File: src/hw/rtl/bshr_pkg.sv
// Shared types and constants for the button sampler with hold and release reporting.
// No dependencies.
package bshr_pkg;

    localparam int unsigned TIME_W = 32;
    localparam int unsigned CFG_W  = 16;

    localparam logic [CFG_W-1:0] DEBOUNCE_RST = 16'd50;
    localparam logic [CFG_W-1:0] HOLD_TO_RST  = 16'd1000;

    typedef enum logic {
        REG_DEBOUNCE = 1'b0,
        REG_HOLD_TO  = 1'b1
    } t_reg_idx;

    typedef enum logic {
        KIND_HOLD    = 1'b0,
        KIND_RELEASE = 1'b1
    } t_kind;

    typedef struct packed {
        logic              kind;
        logic              pin_level;
        logic [TIME_W-1:0] now_ms;
    } t_item;

    typedef struct packed {
        logic [CFG_W-1:0] debounce_ms;
        logic [CFG_W-1:0] hold_timeout_ms;
    } t_cfg;

endpackage

File: src/hw/rtl/bshr_core.sv
// Sampler state and single-pass update for one query beat.
// Depends on bshr_pkg.
module bshr_core (
    input  logic           i_clk,
    input  logic           i_rst_n,
    input  logic           i_fire,
    input  bshr_pkg::t_item i_item,
    input  bshr_pkg::t_cfg  i_cfg,
    output logic           o_answer
);

    logic                        r_running, n_running;
    logic [bshr_pkg::TIME_W-1:0] r_period_start, n_period_start;
    logic                        r_older, n_older;
    logic                        r_newer, n_newer;
    logic                        r_armed, n_armed;
    logic                        r_hold_evt, n_hold_evt;
    logic                        r_changed, n_changed;
    logic                        r_rel_evt, n_rel_evt;
    logic [bshr_pkg::TIME_W-1:0] r_press_start, n_press_start;

    logic [bshr_pkg::TIME_W-1:0] period_age;
    logic [bshr_pkg::TIME_W-1:0] press_age;
    logic                        period_done;
    logic                        press_long;

    assign period_age  = i_item.now_ms - r_period_start;
    assign press_age   = i_item.now_ms - r_press_start;
    assign period_done = period_age >= {{(bshr_pkg::TIME_W-bshr_pkg::CFG_W){1'b0}},
                                        i_cfg.debounce_ms};
    assign press_long  = press_age >= {{(bshr_pkg::TIME_W-bshr_pkg::CFG_W){1'b0}},
                                       i_cfg.hold_timeout_ms};

    always_comb begin
        n_running      = r_running;
        n_period_start = r_period_start;
        n_older        = r_older;
        n_newer        = r_newer;
        n_armed        = r_armed;
        n_hold_evt     = r_hold_evt;
        n_changed      = r_changed;
        n_rel_evt      = r_rel_evt;
        n_press_start  = r_press_start;
        o_answer       = 1'b0;

        if (!r_running) begin
            n_running      = 1'b1;
            n_period_start = i_item.now_ms;
        end else if (period_done) begin
            n_running = 1'b0;
            n_older   = r_newer;
            n_newer   = !i_item.pin_level;
            if (n_newer != n_older) begin
                if (r_armed) begin
                    n_rel_evt = !n_newer;
                end
                n_armed    = 1'b1;
                n_hold_evt = 1'b0;
                n_changed  = 1'b1;
                if (n_newer) begin
                    n_press_start = i_item.now_ms;
                end
            end else begin
                n_changed = 1'b0;
            end
            // press timer is unchanged whenever both samples are pressed
            if (n_armed && n_newer && n_older && press_long) begin
                n_hold_evt = 1'b1;
            end
        end

        case (bshr_pkg::t_kind'(i_item.kind))
            bshr_pkg::KIND_HOLD: begin
                o_answer = n_hold_evt;
                if (n_hold_evt) begin
                    n_hold_evt = 1'b0;
                    n_armed    = 1'b0;
                end
            end
            bshr_pkg::KIND_RELEASE: begin
                if (n_changed) begin
                    o_answer  = n_rel_evt;
                    n_rel_evt = 1'b0;
                end
            end
            default: begin
                o_answer = 1'b0;
            end
        endcase
    end

    always_ff @(posedge i_clk) begin
        if (!i_rst_n) begin
            r_running      <= 1'b0;
            r_period_start <= '0;
            r_older        <= 1'b0;
            r_newer        <= 1'b0;
            r_armed        <= 1'b0;
            r_hold_evt     <= 1'b0;
            r_changed      <= 1'b0;
            r_rel_evt      <= 1'b0;
            r_press_start  <= '0;
        end else if (i_fire) begin
            r_running      <= n_running;
            r_period_start <= n_period_start;
            r_older        <= n_older;
            r_newer        <= n_newer;
            r_armed        <= n_armed;
            r_hold_evt     <= n_hold_evt;
            r_changed      <= n_changed;
            r_rel_evt      <= n_rel_evt;
            r_press_start  <= n_press_start;
        end
    end

endmodule

File: src/hw/rtl/button_sampler_hold_release.sv
// Top level: input register, configuration registers, result register.
// Depends on bshr_pkg and bshr_core.
//
//   channel  handshake                 payload
//   query    i_in_valid / o_in_ready   i_kind, i_pin_level, i_now_ms
//   answer   o_out_valid / i_out_ready o_answer
//   config   i_cfg_valid / o_cfg_ready i_cfg_index, i_cfg_data
//
// One query per cycle unless the answer stalls; answers come from the result register.
// The update is one pass through two 32-bit subtract-compares and flag logic.
// Reset clears all sampler state and loads debounce 50 ms, hold timeout 1000 ms.
// A stalled answer holds; one further query is taken into the input register.
module button_sampler_hold_release (
    input  logic        i_clk,
    input  logic        i_rst_n,
    input  logic        i_in_valid,
    output logic        o_in_ready,
    input  logic        i_kind,
    input  logic        i_pin_level,
    input  logic [31:0] i_now_ms,
    output logic        o_out_valid,
    input  logic        i_out_ready,
    output logic        o_answer,
    input  logic        i_cfg_valid,
    output logic        o_cfg_ready,
    input  logic        i_cfg_index,
    input  logic [15:0] i_cfg_data
);

    logic            r_in_vld;
    bshr_pkg::t_item r_item;
    logic            r_out_vld;
    logic            r_answer;
    bshr_pkg::t_cfg  r_cfg;
    logic            advance;
    logic            core_answer;

    assign advance     = r_in_vld && (!r_out_vld || i_out_ready);
    assign o_in_ready  = !r_in_vld || advance;
    assign o_out_valid = r_out_vld;
    assign o_answer    = r_answer;
    assign o_cfg_ready = 1'b1;

    always_ff @(posedge i_clk) begin
        if (!i_rst_n) begin
            r_in_vld  <= 1'b0;
            r_out_vld <= 1'b0;
        end else begin
            if (o_in_ready) begin
                r_in_vld <= i_in_valid;
            end
            if (advance) begin
                r_out_vld <= 1'b1;
            end else if (i_out_ready) begin
                r_out_vld <= 1'b0;
            end
        end
    end

    always_ff @(posedge i_clk) begin
        if (i_in_valid && o_in_ready) begin
            r_item.kind      <= i_kind;
            r_item.pin_level <= i_pin_level;
            r_item.now_ms    <= i_now_ms;
        end
        if (advance) begin
            r_answer <= core_answer;
        end
    end

    always_ff @(posedge i_clk) begin
        if (!i_rst_n) begin
            r_cfg.debounce_ms     <= bshr_pkg::DEBOUNCE_RST;
            r_cfg.hold_timeout_ms <= bshr_pkg::HOLD_TO_RST;
        end else if (i_cfg_valid) begin
            case (bshr_pkg::t_reg_idx'(i_cfg_index))
                bshr_pkg::REG_DEBOUNCE: r_cfg.debounce_ms     <= i_cfg_data;
                bshr_pkg::REG_HOLD_TO:  r_cfg.hold_timeout_ms <= i_cfg_data;
                default: begin
                end
            endcase
        end
    end

    bshr_core u_core (
        .i_clk    (i_clk),
        .i_rst_n  (i_rst_n),
        .i_fire   (advance),
        .i_item   (r_item),
        .i_cfg    (r_cfg),
        .o_answer (core_answer)
    );

endmodule

File: config.mk
export PLATFORM = sky130hd
export DESIGN_NAME = button_sampler_hold_release
export DESIGN_NICKNAME = d
export VERILOG_FILES = /design/src/hw/rtl/bshr_pkg.sv /design/src/hw/rtl/bshr_core.sv /design/src/hw/rtl/button_sampler_hold_release.sv
export SDC_FILE = /design/constraint.sdc
export NUM_CORES = 1
export LEC_CHECK = 0
export BUFFER_PORTS_ARGS = -buffer_cell sky130_fd_sc_hd__buf_4
export CAP_MARGIN = 25
export CELL_PAD_IN_SITES_DETAIL_PLACEMENT = 0
export CELL_PAD_IN_SITES_GLOBAL_PLACEMENT = 1
export CORE_MARGIN = 2
export CORE_UTILIZATION = 48
export CTS_BUF_LIST = sky130_fd_sc_hd__clkbuf_8
export DETAILED_ROUTE_END_ITERATION = 10
export GPL_TIMING_DRIVEN = 1
export PLACE_DENSITY_LB_ADDON = 0.1
export SLEW_MARGIN = 20
export SYNTH_ARGS = -nofsm -noshare
export SYNTH_HDL_FRONTEND = slang
export SYNTH_SLANG_ARGS = --single-unit
export TNS_END_PERCENT = 10
File: constraint.sdc
create_clock -name i_clk -period 7.25 [get_ports i_clk]
set_input_delay 0.3625 -clock i_clk [delete_from_list [all_inputs] [get_ports i_clk]]
set_output_delay 0.3625 -clock i_clk [all_outputs]
set_load 0.01 [all_outputs]
After elaboration in Yosys (flattened, before gate mapping)
Cells that the tools add are included.
Operators by class
  $add $sub $neg: 2
  order comparisons: 2
  equal/unequal tests: 1
  multiplexer cells: 27
  bitwise operators: 4
  reductions and logical operators: 16
Operators with widths (count)
  $ge A32 B16 Y1: 2
  $sub A32 B32 Y32: 2
  $mux W1: 26
  $reduce_and A2 Y1: 3
  $logic_and A1 B1 Y1: 5
  $reduce_and A5 Y1: 1
  $not A1 Y1: 4
  $logic_not A1 Y1: 3
  $reduce_and A3 Y1: 1
  $logic_or A1 B1 Y1: 2
  $pmux W1 S2: 1
  $reduce_bool A2 Y1: 1
  $ne A1 B1 Y1: 1
Storage, ports and cells
  bits in registers: 139
  input bits: 56
  output and inout port bits: 4
  word-level logic and storage cells: 68

Longest topological paths before layout
  word-level depth: 13
  depth in mapped cells: 24
  mapped depth without buffers: 23

Hierarchy
From an unflattened synthesis, not the netlist that was laid out.
Second synthesis, totals
  cells, all modules: 1234
  area total of the unflattened synthesis: 9932.0 um^2
By module, submodules not included
  bshr_core: times used 1, cells each 1055, area an instance 7547.2 um^2, seq. area each 1401.3 um^2
  button_sampler_hold_release: times used 1, cells each 179, area an instance 2384.8 um^2, seq. area each 1731.7 um^2

Worst setup path before layout
Ideal clock, no wire load.
  kind: register to register
  start: register r_item[0] in the netlist's numbering
  end: register u_core.r_armed
  library setup time: 122 ps
  arrival: 5077 ps
  data required time: 7128 ps
  setup slack: 2052 ps
  cell stages (with the launch flop): 24
  path buffers: 0
  clock period less this slack: 5198 ps
  cell sequence: edfxtp_1 inv_1 ha_1 inv_1 fa_1 a211oi_1 o21ai_1 nand3_1 nand2_1 a21o_1 a21oi_1 xnor2_1 ha_1 and4_1 nor4b_1 a22oi_2 or3b_1 nor4_2 o211ai_1 or4_1 or4_4 o311ai_2 a32oi_1 o311a_1
Between the ends
  word-level cells in the longest chain between the ends: 8
  elaborated cells on any way between the ends: 12
  those cells by class: add/sub (2); order compare (2); mux (7); reduce/logical (1)
Ends and longest elaborated chain
  from (decl): line button_sampler_hold_release.sv:31  | bshr_pkg::t_item r_item;
  $sub A32 B32 Y32: line bshr_core.sv:28  | assign press_age = i_item.now_ms - r_press_start;
  $ge A32 B16 Y1: line bshr_core.sv:31  | assign press_long = press_age >= {{(bshr_pkg::TIME_W-bshr_pkg::CFG_W){1'b0}},
  $logic_and A1 B1 Y1: line bshr_core.sv:67  | if (n_armed && n_newer && n_older && press_long) begin
  $mux W1: line bshr_core.sv:67
  $mux W1: line bshr_core.sv:49  | end else if (period_done) begin
  $mux W1: line bshr_core.sv:46  | if (!r_running) begin
  $mux W1: line bshr_core.sv:75  | if (n_hold_evt) begin
  $mux W1 (*): line bshr_core.sv:72  | case (bshr_pkg::t_kind'(i_item.kind))
  to (signal assigned): line bshr_core.sv:108  | r_armed <= n_armed;
  to (decl): line bshr_core.sv:16  | logic r_armed, n_armed;
Mark *: on every way between the ends. The rest lies on a longest branch, timed or not.
A chain may end at the register's enable or synchronous reset.

Worst setup path after layout
  start: register r_item[0] in the netlist's numbering
  end: register u_core.r_newer
Between the ends
  word-level cells in the longest chain between the ends: 3
Ends and longest elaborated chain
  $sub A32 B32 Y32: line bshr_core.sv:27  | assign period_age = i_item.now_ms - r_period_start;
  $ge A32 B16 Y1: line bshr_core.sv:29  | assign period_done = period_age >= {{(bshr_pkg::TIME_W-bshr_pkg::CFG_W){1'b0}},
  $reduce_and A3 Y1 (no source line)
  to (signal assigned): line bshr_core.sv:107  | r_newer <= n_newer;
  to (decl): line bshr_core.sv:15  | logic r_newer, n_newer;
Every way passes these cells.

==> metrics.txt <==
# TYPE chip_impl_metric gauge
chip_impl_metric{name="final_critical_path_share_of_the_clock_period",unit=""} 0.788
chip_impl_metric{name="relSlewSlack",unit=""} 0.357
chip_impl_info{name="ys.flop_type",value="sky130_fd_sc_hd__dfxtp_1"} 1
chip_impl_metric{name="ys_seq_area_frac",unit=""} 0.318
chip_impl_metric{name="initial_antenna_violation_count",unit=""} 0
chip_impl_metric{name="worst_clock_skew",unit="ps"} 24.2
chip_impl_metric{name="timing.critical_path.arrival",unit="ps"} 6070
chip_impl_metric{name="postSynth.asyncResetShare",unit=""} 0
chip_impl_metric{name="post-place-cells",unit=""} 1477
chip_impl_metric{name="post_synth_inst_count",unit=""} 1191
chip_impl_metric{name="mapped_nets",unit=""} 1343
chip_impl_metric{name="route.detailed.drc",unit=""} 0
chip_impl_metric{name="period_needed",unit="ps"} 5710
chip_impl_metric{name="htreeDepth",unit=""} 4
chip_impl_metric{name="regToRegSetupSlack",unit="ps"} 1540
chip_impl_metric{name="drive_gt1_frac",unit=""} 0.0936
chip_impl_metric{name="timing.final.max_slew_violations",unit=""} 0
chip_impl_info{name="status",value="finished, final reports clean"} 1
chip_impl_metric{name="die_w",unit="microns"} 147
chip_impl_metric{name="fmax_achieved",unit="MHz"} 175
chip_impl_metric{name="timing.final.setup_violations",unit=""} 0
chip_impl_metric{name="grt_first_pass_wirelength",unit="microns"} 41400
chip_impl_metric{name="cts_hold_buf",unit=""} 0
chip_impl_metric{name="number_of_rows_in_the_core_area",unit=""} 52
chip_impl_metric{name="cts_buffers",unit=""} 17
chip_impl_metric{name="pin_count_of_the_biggest_net_entering_global_routing",unit=""} 106
chip_impl_metric{name="crit_required",unit="ps"} 7610
chip_impl_metric{name="post-place-ws",unit="ps"} 1560
chip_impl_metric{name="drt_pre_antenna_iters",unit=""} 6
chip_impl_info{name="cp-startpoint",value="r_item[0]$_DFFE_PP_"} 1
chip_impl_metric{name="drv_cap",unit=""} 0
chip_impl_info{name="min_path_type",value="input port to flop"} 1
chip_impl_info{name="rr_startpoint",value="r_item[0]$_DFFE_PP_"} 1
chip_impl_metric{name="synth.mux.area_fraction",unit=""} 0.0367
chip_impl_metric{name="clock_insertion_delay_worst_skew",unit="ps"} 460
chip_impl_info{name="timing.critical_path.to_type",value="flop"} 1
chip_impl_metric{name="min_path_cells",unit=""} 1
chip_impl_metric{name="post_drt_wl_per_cell",unit="microns"} 16.8
chip_impl_metric{name="timing.reg2reg.worst_path_depth",unit=""} 23
chip_impl_metric{name="flow.area_growth_from_synthesis",unit="%"} 10.1
chip_impl_metric{name="grt_util_all_layers",unit=""} 0.242
chip_impl_metric{name="synth_compound_gate_area_share",unit=""} 0.224
chip_impl_metric{name="count_of_input_and_output_buffers",unit=""} 58
chip_impl_metric{name="antenna_cells_inserted",unit=""} 0
chip_impl_metric{name="finalWirelength",unit="microns"} 25400
chip_impl_metric{name="p_per_area",unit="nW/um^2"} 187
chip_impl_metric{name="yosysWarningCount",unit=""} 0
chip_impl_metric{name="routed_via_density",unit=""} 5.48
chip_impl_info{name="cts_tree",value="yes"} 1
chip_impl_info{name="holdPathEnd",value="r_item[33]$_DFFE_PP_"} 1
chip_impl_info{name="holdCritStartpoint",value="i_kind"} 1
chip_impl_metric{name="globalplace.congestion",unit=""} 0.903
chip_impl_metric{name="timing_hold_violations_final",unit=""} 0
chip_impl_metric{name="final_cell_area",unit="sq um"} 10900
chip_impl_metric{name="count_of_flip_flops_with_a_built_in_enable_after_synthesis",unit=""} 35
chip_impl_metric{name="ctsResizeCount",unit=""} 0
chip_impl_metric{name="via_count_of_the_first_global_routing_pass",unit=""} 7807
chip_impl_info{name="worst_setup_path_start_kind",value="flop"} 1
chip_impl_metric{name="power_leakage",unit="uW"} 0.00399
chip_impl_metric{name="io-pin-count",unit=""} 60
chip_impl_metric{name="overall_die_height",unit="microns"} 147
chip_impl_metric{name="synth-simple-area-share",unit=""} 0.192
chip_impl_metric{name="placeableCoreArea",unit="sq um"} 20200
chip_impl_metric{name="initial_utilization",unit=""} 0.488
chip_impl_metric{name="worst_vdd_drop",unit="V"} 0.000109
chip_impl_metric{name="yosys.area_share.adder",unit=""} 0.123
chip_impl_metric{name="syn_area_per_cell",unit="sq um"} 8.27
chip_impl_metric{name="cts.clk_slew.worst_paths",unit="ps"} 90
chip_impl_metric{name="transition_at_the_pin_with_the_smallest_max_transition_slack",unit="ps"} 965
chip_impl_metric{name="finish.net_count",unit=""} 1378
chip_impl_metric{name="worst_path_setup_slack_after_routing",unit="ps"} 1540
chip_impl_metric{name="mappedNetlistArea",unit="sq um"} 9850
chip_impl_metric{name="grt_overflow_total",unit=""} 0
chip_impl_info{name="rsz0062_at_grt",value="no"} 1
chip_impl_metric{name="synth_seq_cells",unit=""} 139
chip_impl_metric{name="via_count",unit=""} 8273
chip_impl_metric{name="cts_max_path_buffers",unit=""} 2
chip_impl_metric{name="drtAntennaViolNets",unit=""} 0
chip_impl_metric{name="final_cells",unit=""} 1509
chip_impl_metric{name="synth.lib_cells_used.distinct",unit=""} 83
chip_impl_info{name="clockRootBuffer",value="sky130_fd_sc_hd__clkbuf_8"} 1
chip_impl_info{name="worstSetupPathType",value="flop to flop"} 1
chip_impl_metric{name="dpl-instance-area",unit="sq um"} 10400
chip_impl_metric{name="drtIter0Drc",unit=""} 547
chip_impl_metric{name="critical_path_peak_fanout",unit=""} 5
chip_impl_metric{name="synth-xor-area-share",unit=""} 0.0409
chip_impl_info{name="r2r_end",value="u_core.r_newer$_SDFFE_PN0P_"} 1
chip_impl_metric{name="fin_setup_tns",unit="ps"} 0
chip_impl_metric{name="detailed_place_hpwl",unit="microns"} 19700
chip_impl_metric{name="cts_num_sinks",unit=""} 139
chip_impl_metric{name="die-area",unit="sq um"} 21700
chip_impl_metric{name="postCtsSetupRepairBufs",unit=""} 0
chip_impl_info{name="largest_family_of_logic_cells_by_synthesized_area",value="compound AO/OA/AOI/OAI gates"} 1
-- flip-flops by register name, indices dropped and copies added (netlist names) --
register               count
u_core.r_press_start      32
r_cfg                     32
u_core.r_rel_evt           1
o_out_valid                1
u_core.r_running           1
u_core.r_hold_evt          1
o_answer                   1
u_core.r_armed             1
u_core.r_newer             1
u_core.r_changed           1
r_item                    34
r_in_vld                   1
u_core.r_period_start     32
-- logic make-up (layout without fill, tap and decap cells) --
logic type / Yosys count / in the layout
flops: 139 / 139
xor+xnor: 46 / 46
fa+ha+maj: 96 / 96
buf+inv: 159 / 207
compound gates: 319 / 319
simple gates: 395 / 395
mux: 36 / 36
other cells: 1 / 1
-- worst max-delay path by stage --
stage	end	cells after the start	slack (ps)
2_1_floorplan	u_core.r_armed$_SDFFE_PN0P_	23	2050
3_3_place_gp	u_core.r_newer$_SDFFE_PN0P_	23	1670
6_report	u_core.r_newer$_SDFFE_PN0P_	23	1540
5_1_grt	u_core.r_newer$_SDFFE_PN0P_	23	1010
3_5_place_dp	u_core.r_newer$_SDFFE_PN0P_	23	1560
4_1_cts	u_core.r_newer$_SDFFE_PN0P_	23	1540
-- critical path: stages, from the launching register on --
cell and delay (ps):
sky130_fd_sc_hd__edfxtp_1 430, sky130_fd_sc_hd__inv_1 100, sky130_fd_sc_hd__ha_1 170, sky130_fd_sc_hd__inv_1 50, sky130_fd_sc_hd__fa_1 410, sky130_fd_sc_hd__a211oi_1 340
sky130_fd_sc_hd__o21ai_1 170, sky130_fd_sc_hd__nand3_1 110, sky130_fd_sc_hd__nand2_1 80, sky130_fd_sc_hd__a21o_1 200, sky130_fd_sc_hd__a21oi_1 170, sky130_fd_sc_hd__xnor2_1 150
sky130_fd_sc_hd__ha_1 270, sky130_fd_sc_hd__and4_1 160, sky130_fd_sc_hd__nor4b_1 150, sky130_fd_sc_hd__a22oi_2 170, sky130_fd_sc_hd__or3b_1 380, sky130_fd_sc_hd__nor4_2 240
sky130_fd_sc_hd__o211ai_1 110, sky130_fd_sc_hd__or4_1 470, sky130_fd_sc_hd__or4_4 560, sky130_fd_sc_hd__o31ai_2 390, sky130_fd_sc_hd__nor2_1 100, sky130_fd_sc_hd__o211a_1 230
-- layer usage --
metal / GRT usage / up-vias / wire length [microns]
met5: 0 / - / 0
met4: 0.0601 / 0 / 335
met3: 0.0320 / 23 / 875
met2: 0.361 / 160 / 10700
met1: 0.368 / 3827 / 13500
li1: - / 4263 / -
-- Yosys cell counts, types with 10 or more instances --
master / number / share of area
sky130_fd_sc_hd__a21boi_0: 57 / 0.043
sky130_fd_sc_hd__a21o_1: 21 / 0.016
sky130_fd_sc_hd__nand4_1: 23 / 0.015
sky130_fd_sc_hd__dfxtp_1: 104 / 0.21
sky130_fd_sc_hd__xnor2_1: 35 / 0.031
sky130_fd_sc_hd__clkbuf_1: 35 / 0.013
sky130_fd_sc_hd__mux2i_1: 35 / 0.036
sky130_fd_sc_hd__inv_1: 112 / 0.043
sky130_fd_sc_hd__o21ai_0: 47 / 0.024
sky130_fd_sc_hd__nor2_1: 56 / 0.021
sky130_fd_sc_hd__xor2_1: 11 / 0.0098
sky130_fd_sc_hd__nor3_1: 11 / 0.0056
sky130_fd_sc_hd__nand2_1: 188 / 0.072
sky130_fd_sc_hd__edfxtp_1: 35 / 0.11
sky130_fd_sc_hd__a211oi_1: 10 / 0.0076
sky130_fd_sc_hd__ha_1: 94 / 0.12
sky130_fd_sc_hd__o21a_1: 16 / 0.012
sky130_fd_sc_hd__a21oi_1: 72 / 0.037
sky130_fd_sc_hd__nor2b_1: 45 / 0.029
sky130_fd_sc_hd__o211ai_1: 18 / 0.014
sky130_fd_sc_hd__nand2b_1: 11 / 0.0070
sky130_fd_sc_hd__nand3_1: 21 / 0.011
-- layout by cell type, fill, tap and decap left out, types with 4 or more instances in the layout --
master and instances:
sky130_fd_sc_hd__mux2i_1 35, sky130_fd_sc_hd__buf_4 62, sky130_fd_sc_hd__nand2_1 188, sky130_fd_sc_hd__nor3b_1 4
sky130_fd_sc_hd__o21a_1 16, sky130_fd_sc_hd__nor2b_1 44, sky130_fd_sc_hd__inv_1 115, sky130_fd_sc_hd__nand2b_1 11
sky130_fd_sc_hd__nor4_1 5, sky130_fd_sc_hd__nand3_1 21, sky130_fd_sc_hd__clkbuf_8 18, sky130_fd_sc_hd__xnor2_1 35
sky130_fd_sc_hd__o21ai_1 8, sky130_fd_sc_hd__dfxtp_1 104, sky130_fd_sc_hd__a31oi_1 9, sky130_fd_sc_hd__ha_1 94
sky130_fd_sc_hd__o31ai_1 5, sky130_fd_sc_hd__nor3_1 11, sky130_fd_sc_hd__a21o_1 21, sky130_fd_sc_hd__xor2_1 11
sky130_fd_sc_hd__a21boi_0 57, sky130_fd_sc_hd__a21oi_1 72, sky130_fd_sc_hd__o211ai_1 18, sky130_fd_sc_hd__nand4_1 23
sky130_fd_sc_hd__o2111ai_1 9, sky130_fd_sc_hd__o21ai_0 47, sky130_fd_sc_hd__a211oi_1 10, sky130_fd_sc_hd__o21bai_1 4
sky130_fd_sc_hd__nor2_1 55, sky130_fd_sc_hd__edfxtp_1 35
-- stage by stage --
stage / hold WS (ps) / util / total power (uW)
final: 76.9 / 0.538 / 2030
after global placement: 453 / 0.518 / 1380
after global routing: 46.1 / 0.538 / 2160
after detailed placement: 460 / 0.518 / 1380
after floorplan: 443 / - / 1240
after CTS: 44.8 / 0.538 / 2050
-- power breakdown --
part           total, uW  switching, uW  internal (uW)
combinational        514            303            211
clock                662            318            345
sequential           858           29.0            829
total               2030            650           1380
-- layout make-up --
type	count	area, sq um
fillers	1945	9320
multi-input cells	893	6090
flip-flops and latches	139	3130
repair buffers	62	465
inverters	113	424
well taps	270	338
clock buffers	18	248
clock inverters	14	154
(Power assumes the default switching activity.)
